===== src/design/lfpm_pkg.sv =====
// Shared widths, register codes and constants of the line follower motor mixer.
package lfpm_pkg;

  localparam int SAMPLE_BITS    = 10;
  localparam int RUN_COUNT_BITS = 32;

  localparam int THR_BITS   = 10;
  localparam int MAXE_BITS  = 6;
  localparam int DUTY_CFG_BITS = 16;
  localparam int CFG_DATA_BITS = 16;
  localparam int CFG_INDEX_BITS = 3;
  localparam int ERR_BITS   = 7;
  localparam int CMP_OUT_BITS = 16;

  // Sample and threshold compare width.
  localparam int CMP_BITS = (SAMPLE_BITS > THR_BITS) ? SAMPLE_BITS : THR_BITS;
  // Sum of two run counts minus one.
  localparam int N_BITS = RUN_COUNT_BITS + 1;
  // Proportional term 4 * e * pot, signed.
  localparam int P2_BITS = SAMPLE_BITS + 10;
  // |diff| * pot, then times DERIV_SCALE.
  localparam int XM_BITS   = SAMPLE_BITS + 7;
  localparam int XMAG_BITS = XM_BITS + 12;
  localparam int G_BITS    = XMAG_BITS + 2;
  localparam int DUTY_BITS = G_BITS + 4;
  localparam int STEP_BITS = $clog2(XMAG_BITS);

  localparam int IN_DATA_BITS  = ((4 * SAMPLE_BITS + 7) / 8) * 8;
  localparam int OUT_USED_BITS = 4 * CMP_OUT_BITS + ERR_BITS;
  localparam int OUT_DATA_BITS = ((OUT_USED_BITS + 7) / 8) * 8;
  localparam int OUT_PAD_BITS  = OUT_DATA_BITS - OUT_USED_BITS;

  // Derivative gain is twice the pot reading, and the term carries 2000.
  localparam int DERIV_SCALE = 4000;
  localparam int MAX_TURN_LEFT_X2 = 62000;
  localparam int MAX_TURN_RIGHT   = 33000;
  localparam int COMPARE_MAX = 65535;
  localparam int COMPARE_OFF = 1;

  localparam logic [THR_BITS-1:0]      RST_ON_THRESHOLD   = 10'd200;
  localparam logic [THR_BITS-1:0]      RST_FOIL_THRESHOLD = 10'd52;
  localparam logic [MAXE_BITS-1:0]     RST_MAX_ERROR      = 6'd13;
  localparam logic [DUTY_CFG_BITS-1:0] RST_NOM_LEFT       = 16'd33000;
  localparam logic [DUTY_CFG_BITS-1:0] RST_NOM_RIGHT      = 16'd35000;
  localparam logic [DUTY_CFG_BITS-1:0] RST_REV_LEFT       = 16'd31000;
  localparam logic [DUTY_CFG_BITS-1:0] RST_REV_RIGHT      = 16'd33000;
  localparam logic [DUTY_CFG_BITS-1:0] RST_REV_CORR       = 16'd1300;

  typedef enum logic [CFG_INDEX_BITS-1:0] {
    REG_ON_THRESHOLD   = 3'd0,
    REG_FOIL_THRESHOLD = 3'd1,
    REG_MAX_ERROR      = 3'd2,
    REG_NOM_LEFT       = 3'd3,
    REG_NOM_RIGHT      = 3'd4,
    REG_REV_LEFT       = 3'd5,
    REG_REV_RIGHT      = 3'd6,
    REG_REV_CORR       = 3'd7
  } cfg_reg_t;

endpackage


===== src/design/line_follow_pd_motor_mixer_top.sv =====
// Two-sensor PD line follower with asymmetric motor mixing and a serial divider.
//
//  channel  direction  signals                       word
//  s_       in         s_tvalid s_tready s_tdata     samples: left, right, p pot, d pot
//  m_       out        m_tvalid m_tready m_tdata     four compares, track error
//                      m_tuser                       foil_stop
//  cfg_     in         cfg_valid cfg_ready           cfg_index, cfg_data
//
// Once an error change has been seen, a tracking word passes the evaluate, multiply, scale,
// divide, fix and mix steps before it is loaded into the output register; before that the
// divide step is skipped, and a foil word goes from evaluation straight to the mix step.
// The restoring divider that forms the derivative term, one quotient bit per cycle, is the
// longest step. The sequencer is idle again after the mix step and takes no new word until then.
// s_tready is high only while the sequencer is idle; a finished result waits in the output
// register while the next word is processed, and the last step holds while it is full.
// Reset (rst, synchronous) restores the register defaults and clears the error history.
module line_follow_pd_motor_mixer_top (
  input  logic                                 clk,
  input  logic                                 rst,
  input  logic                                 s_tvalid,
  output logic                                 s_tready,
  // left_sample, right_sample, p_pot_sample, d_pot_sample
  input  logic [lfpm_pkg::IN_DATA_BITS-1:0]    s_tdata,
  output logic                                 m_tvalid,
  input  logic                                 m_tready,
  // left_forward_compare, left_reverse_compare, right_forward_compare,
  // right_reverse_compare, track_error, zero pad
  output logic [lfpm_pkg::OUT_DATA_BITS-1:0]   m_tdata,
  // foil_stop
  output logic                                 m_tuser,
  input  logic                                 cfg_valid,
  output logic                                 cfg_ready,
  input  logic [lfpm_pkg::CFG_INDEX_BITS-1:0]  cfg_index,
  input  logic [lfpm_pkg::CFG_DATA_BITS-1:0]   cfg_data
);

  localparam int SB = lfpm_pkg::SAMPLE_BITS;
  localparam int RB = lfpm_pkg::RUN_COUNT_BITS;
  localparam int NB = lfpm_pkg::N_BITS;
  localparam int EB = lfpm_pkg::ERR_BITS;
  localparam int PB = lfpm_pkg::P2_BITS;
  localparam int XB = lfpm_pkg::XM_BITS;
  localparam int QB = lfpm_pkg::XMAG_BITS;
  localparam int GB = lfpm_pkg::G_BITS;
  localparam int DB = lfpm_pkg::DUTY_BITS;
  localparam int CB = lfpm_pkg::CMP_BITS;
  localparam int OB = lfpm_pkg::CMP_OUT_BITS;

  localparam logic signed [DB-1:0] DUTY_MAX = DB'(lfpm_pkg::COMPARE_MAX);
  localparam logic signed [DB-1:0] DUTY_OFF = DB'(lfpm_pkg::COMPARE_OFF);

  typedef enum logic [2:0] {
    S_IDLE, S_EVAL, S_MUL, S_SCALE, S_DIV, S_FIX, S_MIX
  } state_t;

  function automatic logic [OB-1:0] clamp_cmp(input logic signed [DB-1:0] v);
    logic [OB-1:0] r;
    if (v < DUTY_OFF) r = OB'(lfpm_pkg::COMPARE_OFF);
    else if (v > DUTY_MAX) r = OB'(lfpm_pkg::COMPARE_MAX);
    else r = v[OB-1:0];
    return r;
  endfunction

  state_t state;

  // Configuration registers.
  logic [lfpm_pkg::THR_BITS-1:0]      on_threshold, foil_threshold;
  logic [lfpm_pkg::MAXE_BITS-1:0]     max_error;
  logic [lfpm_pkg::DUTY_CFG_BITS-1:0] nominal_left_duty, nominal_right_duty;
  logic [lfpm_pkg::DUTY_CFG_BITS-1:0] reverse_left_duty, reverse_right_duty;
  logic [lfpm_pkg::DUTY_CFG_BITS-1:0] reverse_trim;

  // Error history.
  logic signed [EB-1:0] last_error, prior_error;
  logic                 last_error_valid, prior_run_valid;
  logic [RB-1:0]        run_count, prior_run_count;

  // Word being processed.
  logic [SB-1:0]        left_s, right_s, p_pot, d_pot;
  logic signed [EB-1:0] err;
  logic                 foil, is_max, x_neg;
  logic signed [PB-1:0] p2;
  logic [XB-1:0]        xm;
  logic [NB-1:0]        n;
  logic [QB-1:0]        div_q;
  logic [NB-1:0]        rem;
  logic [lfpm_pkg::STEP_BITS-1:0] step;
  logic signed [GB-1:0] g;

  // Evaluation of the samples.
  logic [CB-1:0]        ls_c, rs_c, on_c, foil_c;
  logic                 lon, ron, foil_hit;
  logic signed [EB-1:0] mx, e_new;

  always_comb begin
    ls_c   = CB'(left_s);
    rs_c   = CB'(right_s);
    on_c   = CB'(on_threshold);
    foil_c = CB'(foil_threshold);
    foil_hit = (ls_c < foil_c) && (rs_c < foil_c);
    lon = ls_c > on_c;
    ron = rs_c > on_c;
    mx  = $signed({1'b0, max_error});
    if (lon && ron) e_new = '0;
    else if (!lon && ron) e_new = -EB'(1);
    else if (lon && !ron) e_new = EB'(1);
    else if (last_error_valid && last_error[EB-1]) e_new = -mx;
    else e_new = mx;
  end

  // Products formed after the history update.
  logic signed [PB-1:0] e_ext, pot_ext, p_prod;
  logic signed [EB:0]   diff;
  logic [EB-1:0]        abs_diff;
  logic [XB-1:0]        xm_prod;
  logic [QB-1:0]        xmag;

  always_comb begin
    e_ext   = PB'(err);
    pot_ext = $signed({{(PB-SB){1'b0}}, p_pot});
    p_prod  = e_ext * pot_ext;
    diff    = {err[EB-1], err} - {prior_error[EB-1], prior_error};
    abs_diff = diff[EB] ? EB'(-diff) : diff[EB-1:0];
    xm_prod = {{(XB-EB){1'b0}}, abs_diff} * {{(XB-SB){1'b0}}, d_pot};
    xmag    = {{(QB-XB){1'b0}}, xm} * QB'(lfpm_pkg::DERIV_SCALE);
  end

  // One restoring division step: remainder shifted in from the dividend top.
  logic [NB:0]   rem_sh, rem_sub;
  logic          rem_ge;
  logic [NB-1:0] rem_next;

  always_comb begin
    rem_sh  = {rem, div_q[QB-1]};
    rem_sub = rem_sh - {1'b0, n};
    rem_ge  = rem_sh >= {1'b0, n};
    rem_next = rem_ge ? rem_sub[NB-1:0] : rem_sh[NB-1:0];
  end

  // (p2*n + x) / n truncated equals p2 + trunc(x/n), moved by one toward zero
  // when the remainder and the sum disagree in sign.
  logic signed [GB-1:0] q_mag, q_sgn, g_sum, g_next;

  always_comb begin
    q_mag = $signed({{(GB-QB){1'b0}}, div_q});
    q_sgn = x_neg ? -q_mag : q_mag;
    g_sum = q_sgn + GB'(p2);
    g_next = g_sum;
    if (rem != '0) begin
      if (x_neg && !g_sum[GB-1] && (g_sum != '0)) g_next = g_sum - GB'(1);
      else if (!x_neg && g_sum[GB-1]) g_next = g_sum + GB'(1);
    end
  end

  // Wheel mixing and drive.
  logic signed [DB-1:0] gd, g3, neg_g, arc, nom_l, nom_r, ld, rd;
  logic signed [DB-1:0] ld_neg, rd_neg;
  logic                 g_pos, g_neg;
  logic [OB-1:0]        lf, lr, rf, rr;

  always_comb begin
    gd    = DB'(g);
    g3    = gd + (gd <<< 1);
    neg_g = -gd;
    g_neg = g[GB-1];
    g_pos = !g[GB-1] && (g != '0);
    nom_l = $signed({{(DB-16){1'b0}}, nominal_left_duty});
    nom_r = $signed({{(DB-16){1'b0}}, nominal_right_duty});
    arc   = DB'(lfpm_pkg::MAX_TURN_LEFT_X2) - g3;
    ld = nom_l;
    rd = nom_r;
    if (foil) begin
      ld = -($signed({{(DB-16){1'b0}}, reverse_left_duty})
             + $signed({{(DB-16){1'b0}}, reverse_trim}));
      rd = -$signed({{(DB-16){1'b0}}, reverse_right_duty});
    end else if (is_max) begin
      if (g_pos) begin
        rd = nom_r + gd;
        // Halving truncates toward zero.
        ld = (arc >>> 1) + $signed(DB'(arc[DB-1] & arc[0]));
      end else if (g_neg) begin
        ld = nom_l - gd;
        rd = DB'(lfpm_pkg::MAX_TURN_RIGHT) - ((neg_g + (neg_g <<< 1)) >>> 2);
      end
    end else begin
      if (g_pos) begin
        rd = nom_r + gd;
        ld = nom_l - (gd >>> 1);
      end else if (g_neg) begin
        ld = nom_l - gd;
        rd = nom_r - (neg_g >>> 1);
      end
    end
    ld_neg = -ld;
    rd_neg = -rd;
    if (ld > DB'(0)) begin
      lf = clamp_cmp(ld);
      lr = OB'(lfpm_pkg::COMPARE_OFF);
    end else begin
      lf = OB'(lfpm_pkg::COMPARE_OFF);
      lr = clamp_cmp(ld_neg);
    end
    if (rd > DB'(0)) begin
      rf = clamp_cmp(rd);
      rr = OB'(lfpm_pkg::COMPARE_OFF);
    end else begin
      rf = OB'(lfpm_pkg::COMPARE_OFF);
      rr = clamp_cmp(rd_neg);
    end
  end

  assign s_tready  = (state == S_IDLE);
  assign cfg_ready = 1'b1;

  always_ff @(posedge clk) begin
    if (rst) begin
      state              <= S_IDLE;
      m_tvalid           <= 1'b0;
      on_threshold       <= lfpm_pkg::RST_ON_THRESHOLD;
      foil_threshold     <= lfpm_pkg::RST_FOIL_THRESHOLD;
      max_error          <= lfpm_pkg::RST_MAX_ERROR;
      nominal_left_duty  <= lfpm_pkg::RST_NOM_LEFT;
      nominal_right_duty <= lfpm_pkg::RST_NOM_RIGHT;
      reverse_left_duty  <= lfpm_pkg::RST_REV_LEFT;
      reverse_right_duty <= lfpm_pkg::RST_REV_RIGHT;
      reverse_trim       <= lfpm_pkg::RST_REV_CORR;
      last_error         <= '0;
      last_error_valid   <= 1'b0;
      run_count          <= RB'(1);
      prior_run_count    <= '0;
      prior_run_valid    <= 1'b0;
      prior_error        <= '0;
    end else begin
      if (cfg_valid) begin
        case (lfpm_pkg::cfg_reg_t'(cfg_index))
          lfpm_pkg::REG_ON_THRESHOLD:   on_threshold <= cfg_data[lfpm_pkg::THR_BITS-1:0];
          lfpm_pkg::REG_FOIL_THRESHOLD: foil_threshold <= cfg_data[lfpm_pkg::THR_BITS-1:0];
          lfpm_pkg::REG_MAX_ERROR:      max_error <= cfg_data[lfpm_pkg::MAXE_BITS-1:0];
          lfpm_pkg::REG_NOM_LEFT:       nominal_left_duty <= cfg_data;
          lfpm_pkg::REG_NOM_RIGHT:      nominal_right_duty <= cfg_data;
          lfpm_pkg::REG_REV_LEFT:       reverse_left_duty <= cfg_data;
          lfpm_pkg::REG_REV_RIGHT:      reverse_right_duty <= cfg_data;
          lfpm_pkg::REG_REV_CORR:       reverse_trim <= cfg_data;
          default: ;
        endcase
      end

      // The output register loads from the last step, else it empties on a handshake.
      if (state == S_MIX && (!m_tvalid || m_tready)) m_tvalid <= 1'b1;
      else if (m_tvalid && m_tready) m_tvalid <= 1'b0;

      case (state)
        S_IDLE: begin
          if (s_tvalid) begin
            left_s  <= s_tdata[SB-1:0];
            right_s <= s_tdata[2*SB-1:SB];
            p_pot   <= s_tdata[3*SB-1:2*SB];
            d_pot   <= s_tdata[4*SB-1:3*SB];
            state   <= S_EVAL;
          end
        end
        S_EVAL: begin
          foil   <= foil_hit;
          err    <= foil_hit ? '0 : e_new;
          is_max <= (e_new == mx) || (e_new == -mx);
          g      <= '0;
          if (foil_hit) begin
            state <= S_MIX;
          end else begin
            if (last_error_valid) begin
              if (last_error == e_new) begin
                if (run_count != '1) run_count <= run_count + RB'(1);
              end else begin
                prior_run_count <= run_count;
                prior_error     <= last_error;
                run_count       <= RB'(1);
                prior_run_valid <= 1'b1;
              end
            end
            last_error       <= e_new;
            last_error_valid <= 1'b1;
            state <= S_MUL;
          end
        end
        S_MUL: begin
          p2    <= p_prod <<< 2;
          xm    <= xm_prod;
          x_neg <= diff[EB];
          n     <= {1'b0, prior_run_count} + {1'b0, run_count} - NB'(1);
          state <= S_SCALE;
        end
        S_SCALE: begin
          rem  <= '0;
          step <= '0;
          if (prior_run_valid) begin
            div_q <= xmag;
            state <= S_DIV;
          end else begin
            div_q <= '0;
            state <= S_FIX;
          end
        end
        S_DIV: begin
          rem   <= rem_next;
          div_q <= {div_q[QB-2:0], rem_ge};
          step  <= step + lfpm_pkg::STEP_BITS'(1);
          if (step == lfpm_pkg::STEP_BITS'(QB - 1)) state <= S_FIX;
        end
        S_FIX: begin
          g     <= g_next;
          state <= S_MIX;
        end
        S_MIX: begin
          if (!m_tvalid || m_tready) begin
            m_tdata  <= {{lfpm_pkg::OUT_PAD_BITS{1'b0}}, err, rr, rf, lr, lf};
            m_tuser  <= foil;
            state    <= S_IDLE;
          end
        end
        default: state <= S_IDLE;
      endcase
    end
  end

  // A word is taken only once: the sequencer leaves idle right after.
  a_accept_busy: assert property (@(posedge clk) disable iff (rst)
    s_tvalid && s_tready |=> !s_tready)
    else $error("input accepted twice in a row");

  // A foil result carries no tracking error.
  a_foil_err: assert property (@(posedge clk) disable iff (rst)
    m_tvalid && m_tuser |-> m_tdata[4*OB+EB-1:4*OB] == '0)
    else $error("foil result with nonzero track error");

  // A wheel is driven in one direction at most.
  a_one_dir: assert property (@(posedge clk) disable iff (rst)
    m_tvalid |-> (m_tdata[OB-1:0] == OB'(1) || m_tdata[2*OB-1:OB] == OB'(1))
              && (m_tdata[3*OB-1:2*OB] == OB'(1) || m_tdata[4*OB-1:3*OB] == OB'(1)))
    else $error("wheel driven both ways");

  // Compare values never reach zero.
  a_cmp_nonzero: assert property (@(posedge clk) disable iff (rst)
    m_tvalid |-> m_tdata[OB-1:0] != '0 && m_tdata[2*OB-1:OB] != '0
              && m_tdata[3*OB-1:2*OB] != '0 && m_tdata[4*OB-1:3*OB] != '0)
    else $error("compare value of zero");

  // The run count starts at one and saturates, so it is never zero.
  a_run_nonzero: assert property (@(posedge clk) disable iff (rst)
    run_count != '0)
    else $error("run count reached zero");

  // The divider only runs with a nonzero divisor.
  a_div_n: assert property (@(posedge clk) disable iff (rst)
    state == S_DIV |-> n != '0)
    else $error("division by zero run length");

endmodule

===== config.mk =====
export PLATFORM = sky130hd
export DESIGN_NAME = line_follow_pd_motor_mixer_top
export DESIGN_NICKNAME = d
export VERILOG_FILES = /design/src/design/lfpm_pkg.sv /design/src/design/line_follow_pd_motor_mixer_top.sv
export SDC_FILE = /design/constraint.sdc
export NUM_CORES = 2
export LEC_CHECK = 0
export BUFFER_PORTS_ARGS = -buffer_cell sky130_fd_sc_hd__buf_2
export CAP_MARGIN = 10
export CELL_PAD_IN_SITES_DETAIL_PLACEMENT = 0
export CELL_PAD_IN_SITES_GLOBAL_PLACEMENT = 1
export CORE_AREA = 2 2 335 337
export CTS_CLUSTER_DIAMETER = 120
export DETAILED_ROUTE_END_ITERATION = 16
export DIE_AREA = 0 0 337 339
export PLACE_DENSITY_LB_ADDON = 0.1
export SLEW_MARGIN = 25
export SYNTH_ARGS = -nofsm -noshare
export SYNTH_HDL_FRONTEND = slang
export SYNTH_SLANG_ARGS = --single-unit
export TNS_END_PERCENT = 1

===== constraint.sdc =====
create_clock -name clk -period 17.6 [get_ports clk]
set_input_delay 2.64 -clock clk [delete_from_list [all_inputs] [get_ports clk]]
set_output_delay 2.64 -clock clk [all_outputs]
set_load 0.05 [all_outputs]

==> run metrics <==
Slew Limit Headroom 27.91%; via count 43220; Clock Sinks 478; Power Density 98.88 nW/um2; # Post-CTS Setup Buffers 0; synth cell count leaders inv_1, nand2_1, ha_1; # IOs 140; Layout area overhead 9.168%; required time of the critical path 17.97 ns; PortBufs 137; Setup WS post-layout 6.930 ns; Static Leak 22.12 nW; final worst-path cycle share 60.63%; combinational power share 49.2%; RSZ-0062 raised after global routing false; max cap viols 0; ys flop type edfxtp_1; Top delay family on crit path simple AND/OR/NAND/NOR gates; row count 122; number of global-route vias before repair 41610; Die Width 337 um; clock buffer count from CTS 61; Starting Density 44.74%; crit path DAT 11.04 ns; Yosys warning count 0; gr usage total 27.14%; cell count after synthesis 5954; Post-Route WL 156700 um; worst slack at placement 7.172 ns; crit end category flip-flop; Setup crit start kind flip-flop; PostCTS Resize Cnt 0; final hold viol count 0; Hold Buf Count CTS 0; Root Driver clkbuf_16; drt wl/cell 20.73 um; syn_nets 6707; die height 339 um; first-pass GRT wire length 244800 um; Crit-path slowest cell nor3_1; core area 110400 um2; Via density 5.719; WP buf/inv 1; Clock transition at path regs 0.06 ns; die area 114200 um2; Period minus WS final 10.67 ns; Worst-Skew Late Latency 0.69 ns; Fin Setup TNS 0 ns; share of cells above drive strength 1 6.495%; switching pwr 2.128 mW; DP HPWL 123700 um; DRT antenna net count 0; Distinct cells, synth 112; fin. max-slew vios 0; largest net degree at the start of global routing 73; worst hold path class reg -> reg; Sw Ratio 39.93%; Max Fclk 0.09372 GHz; largest area contributor in the netlist edfxtp_1; CP Class reg -> reg; grt total ovfl 0; Post-synth EDFFs 288; initial antenna violation count 5; Max Root-Sink Buffers 3; ys async rst share 0%; CTS tree done; worst-margin pin slew 1.070 ns; top cell type's share of synthesized area 17.52%; Avg Cell Area, Syn 8.293 um2; Critical Path Max Stage Delay 0.68 ns; sequential share of power 25.2%; drt pass-1 iters 5; cell mode on critical path ha_1; flop2flop setup slack 6.93 ns; Starting DRT DRC Count 2829; Worst VDD drop 0.0001154 V; largest cells by area after synthesis edfxtp_1, ha_1, dfxtp_1, xnor2_1, fa_1; gpl congestion 0.9689; clock share of power 25.7%; sequential fraction of the synthesis area 25.22%; status finished, final reports clean; clock skew 0.04601 ns; worst-path maximum fanout 10; Setup violations, final 0; fin nets 6766; number of synthesized register bits 478; cell with the most instances after synthesis inv_1; Syn Std Cell Area 49380 um2; CTS H-tree depth 2; DRC viols 0; Int Pwr 3.202 mW
cell families (layout without fill, tap and decap cells):
kind of cell	after synthesis	count (layout)	share of synthesized area [%]
adders and majority gates	691	691	19.72
xor gates and xnor gates	460	460	8.299
other	2	5	0.01521
DFF	478	478	25.22
muxes	66	66	1.358
buffers and inverters	765	877	5.902
AOI/OAI and AO/OA	1407	1407	18.66
and+or+nand+nor	2085	2085	20.83
power by group through the flow:
stage,logic [mW],clock network [mW],registers [mW]
2_1_floorplan,2.05,0,1.34
3_3_place_gp,2.59,0,1.37
3_5_place_dp,2.61,0,1.37
4_1_cts,2.63,1.40,1.34
5_1_grt,2.96,1.44,1.35
6_report,2.62,1.37,1.34
cells in the final DEF (no fill, tap or decap), types with 106 or more instances in the layout:
cell type and instances:
nor2_1 538, a21oi_1 435, edfxtp_1 288, ha_1 542
nand3_1 157, nor3_1 139, xnor2_1 355, fa_1 146
nand2_1 558, and2_1 106, dfxtp_1 190, o21ai_0 240
buf_2 136, inv_1 565
area by class of cell:
class                           instances  area, um2
Sequential cell                       478      12450
Fill cell                           10870      56460
Inverter                              569       2136
Tap cell                             1488       1862
Clock buffer                           81       1749
Clock inverter                         35      441.7
Timing Repair Buffer                  192       1145
Multi-Input combinational cell       4711      34110
Antenna cell                            3      7.507
worst paths after layout:
| check | start | end | depth (start not counted) |
|---|---|---|---|
| max | g[2] | m_tdata[16] | 30 |
| min | reverse_left_duty[10] | reverse_left_duty[10] | 2 |
| max reg2reg | g[2] | m_tdata[16] | 30 |
| min reg2reg | reverse_left_duty[10] | reverse_left_duty[10] | 2 |
tightest hold or removal path, stage by stage, from the launching register on:
cell and delay (ns):
dfxtp_1 0.30, nand2_1 0.05, a21oi_1 0.05
metal layers:
layer	part of all wire, %	wire length [um]	vias to the layer above	global-route usage [%]
met1	44	68710	20610	35.06
met4	4.5	7058	4	11.02
met3	4.3	6707	280	3.358
met5	0.026	40	-	0
met2	47	74140	952	45.70
li1	-	-	21370	-
state kept, by name, summed over array words and instances (netlist names), 17 cells and up:
register and flops:
div_q 29, g 31, m_tdata 71, n 33
p2 18, prior_run_count 32, rem 33, run_count 32
xm 17
metrics by stage:
stage,std cells,hold WS [ns],util (%),cell area [um2],power [mW]
2_1_floorplan,5954,0.4363,-,49380,3.390
3_3_place_gp,7435,0.4421,46.76,51600,3.954
3_5_place_dp,7438,0.4463,46.82,51670,3.976
4_1_cts,7554,0.4549,48.81,53860,5.377
5_1_grt,7554,0.4712,48.83,53900,5.756
6_report,7557,0.4525,48.84,53900,5.330
Note: power is estimated with default switching activity, not from simulation.
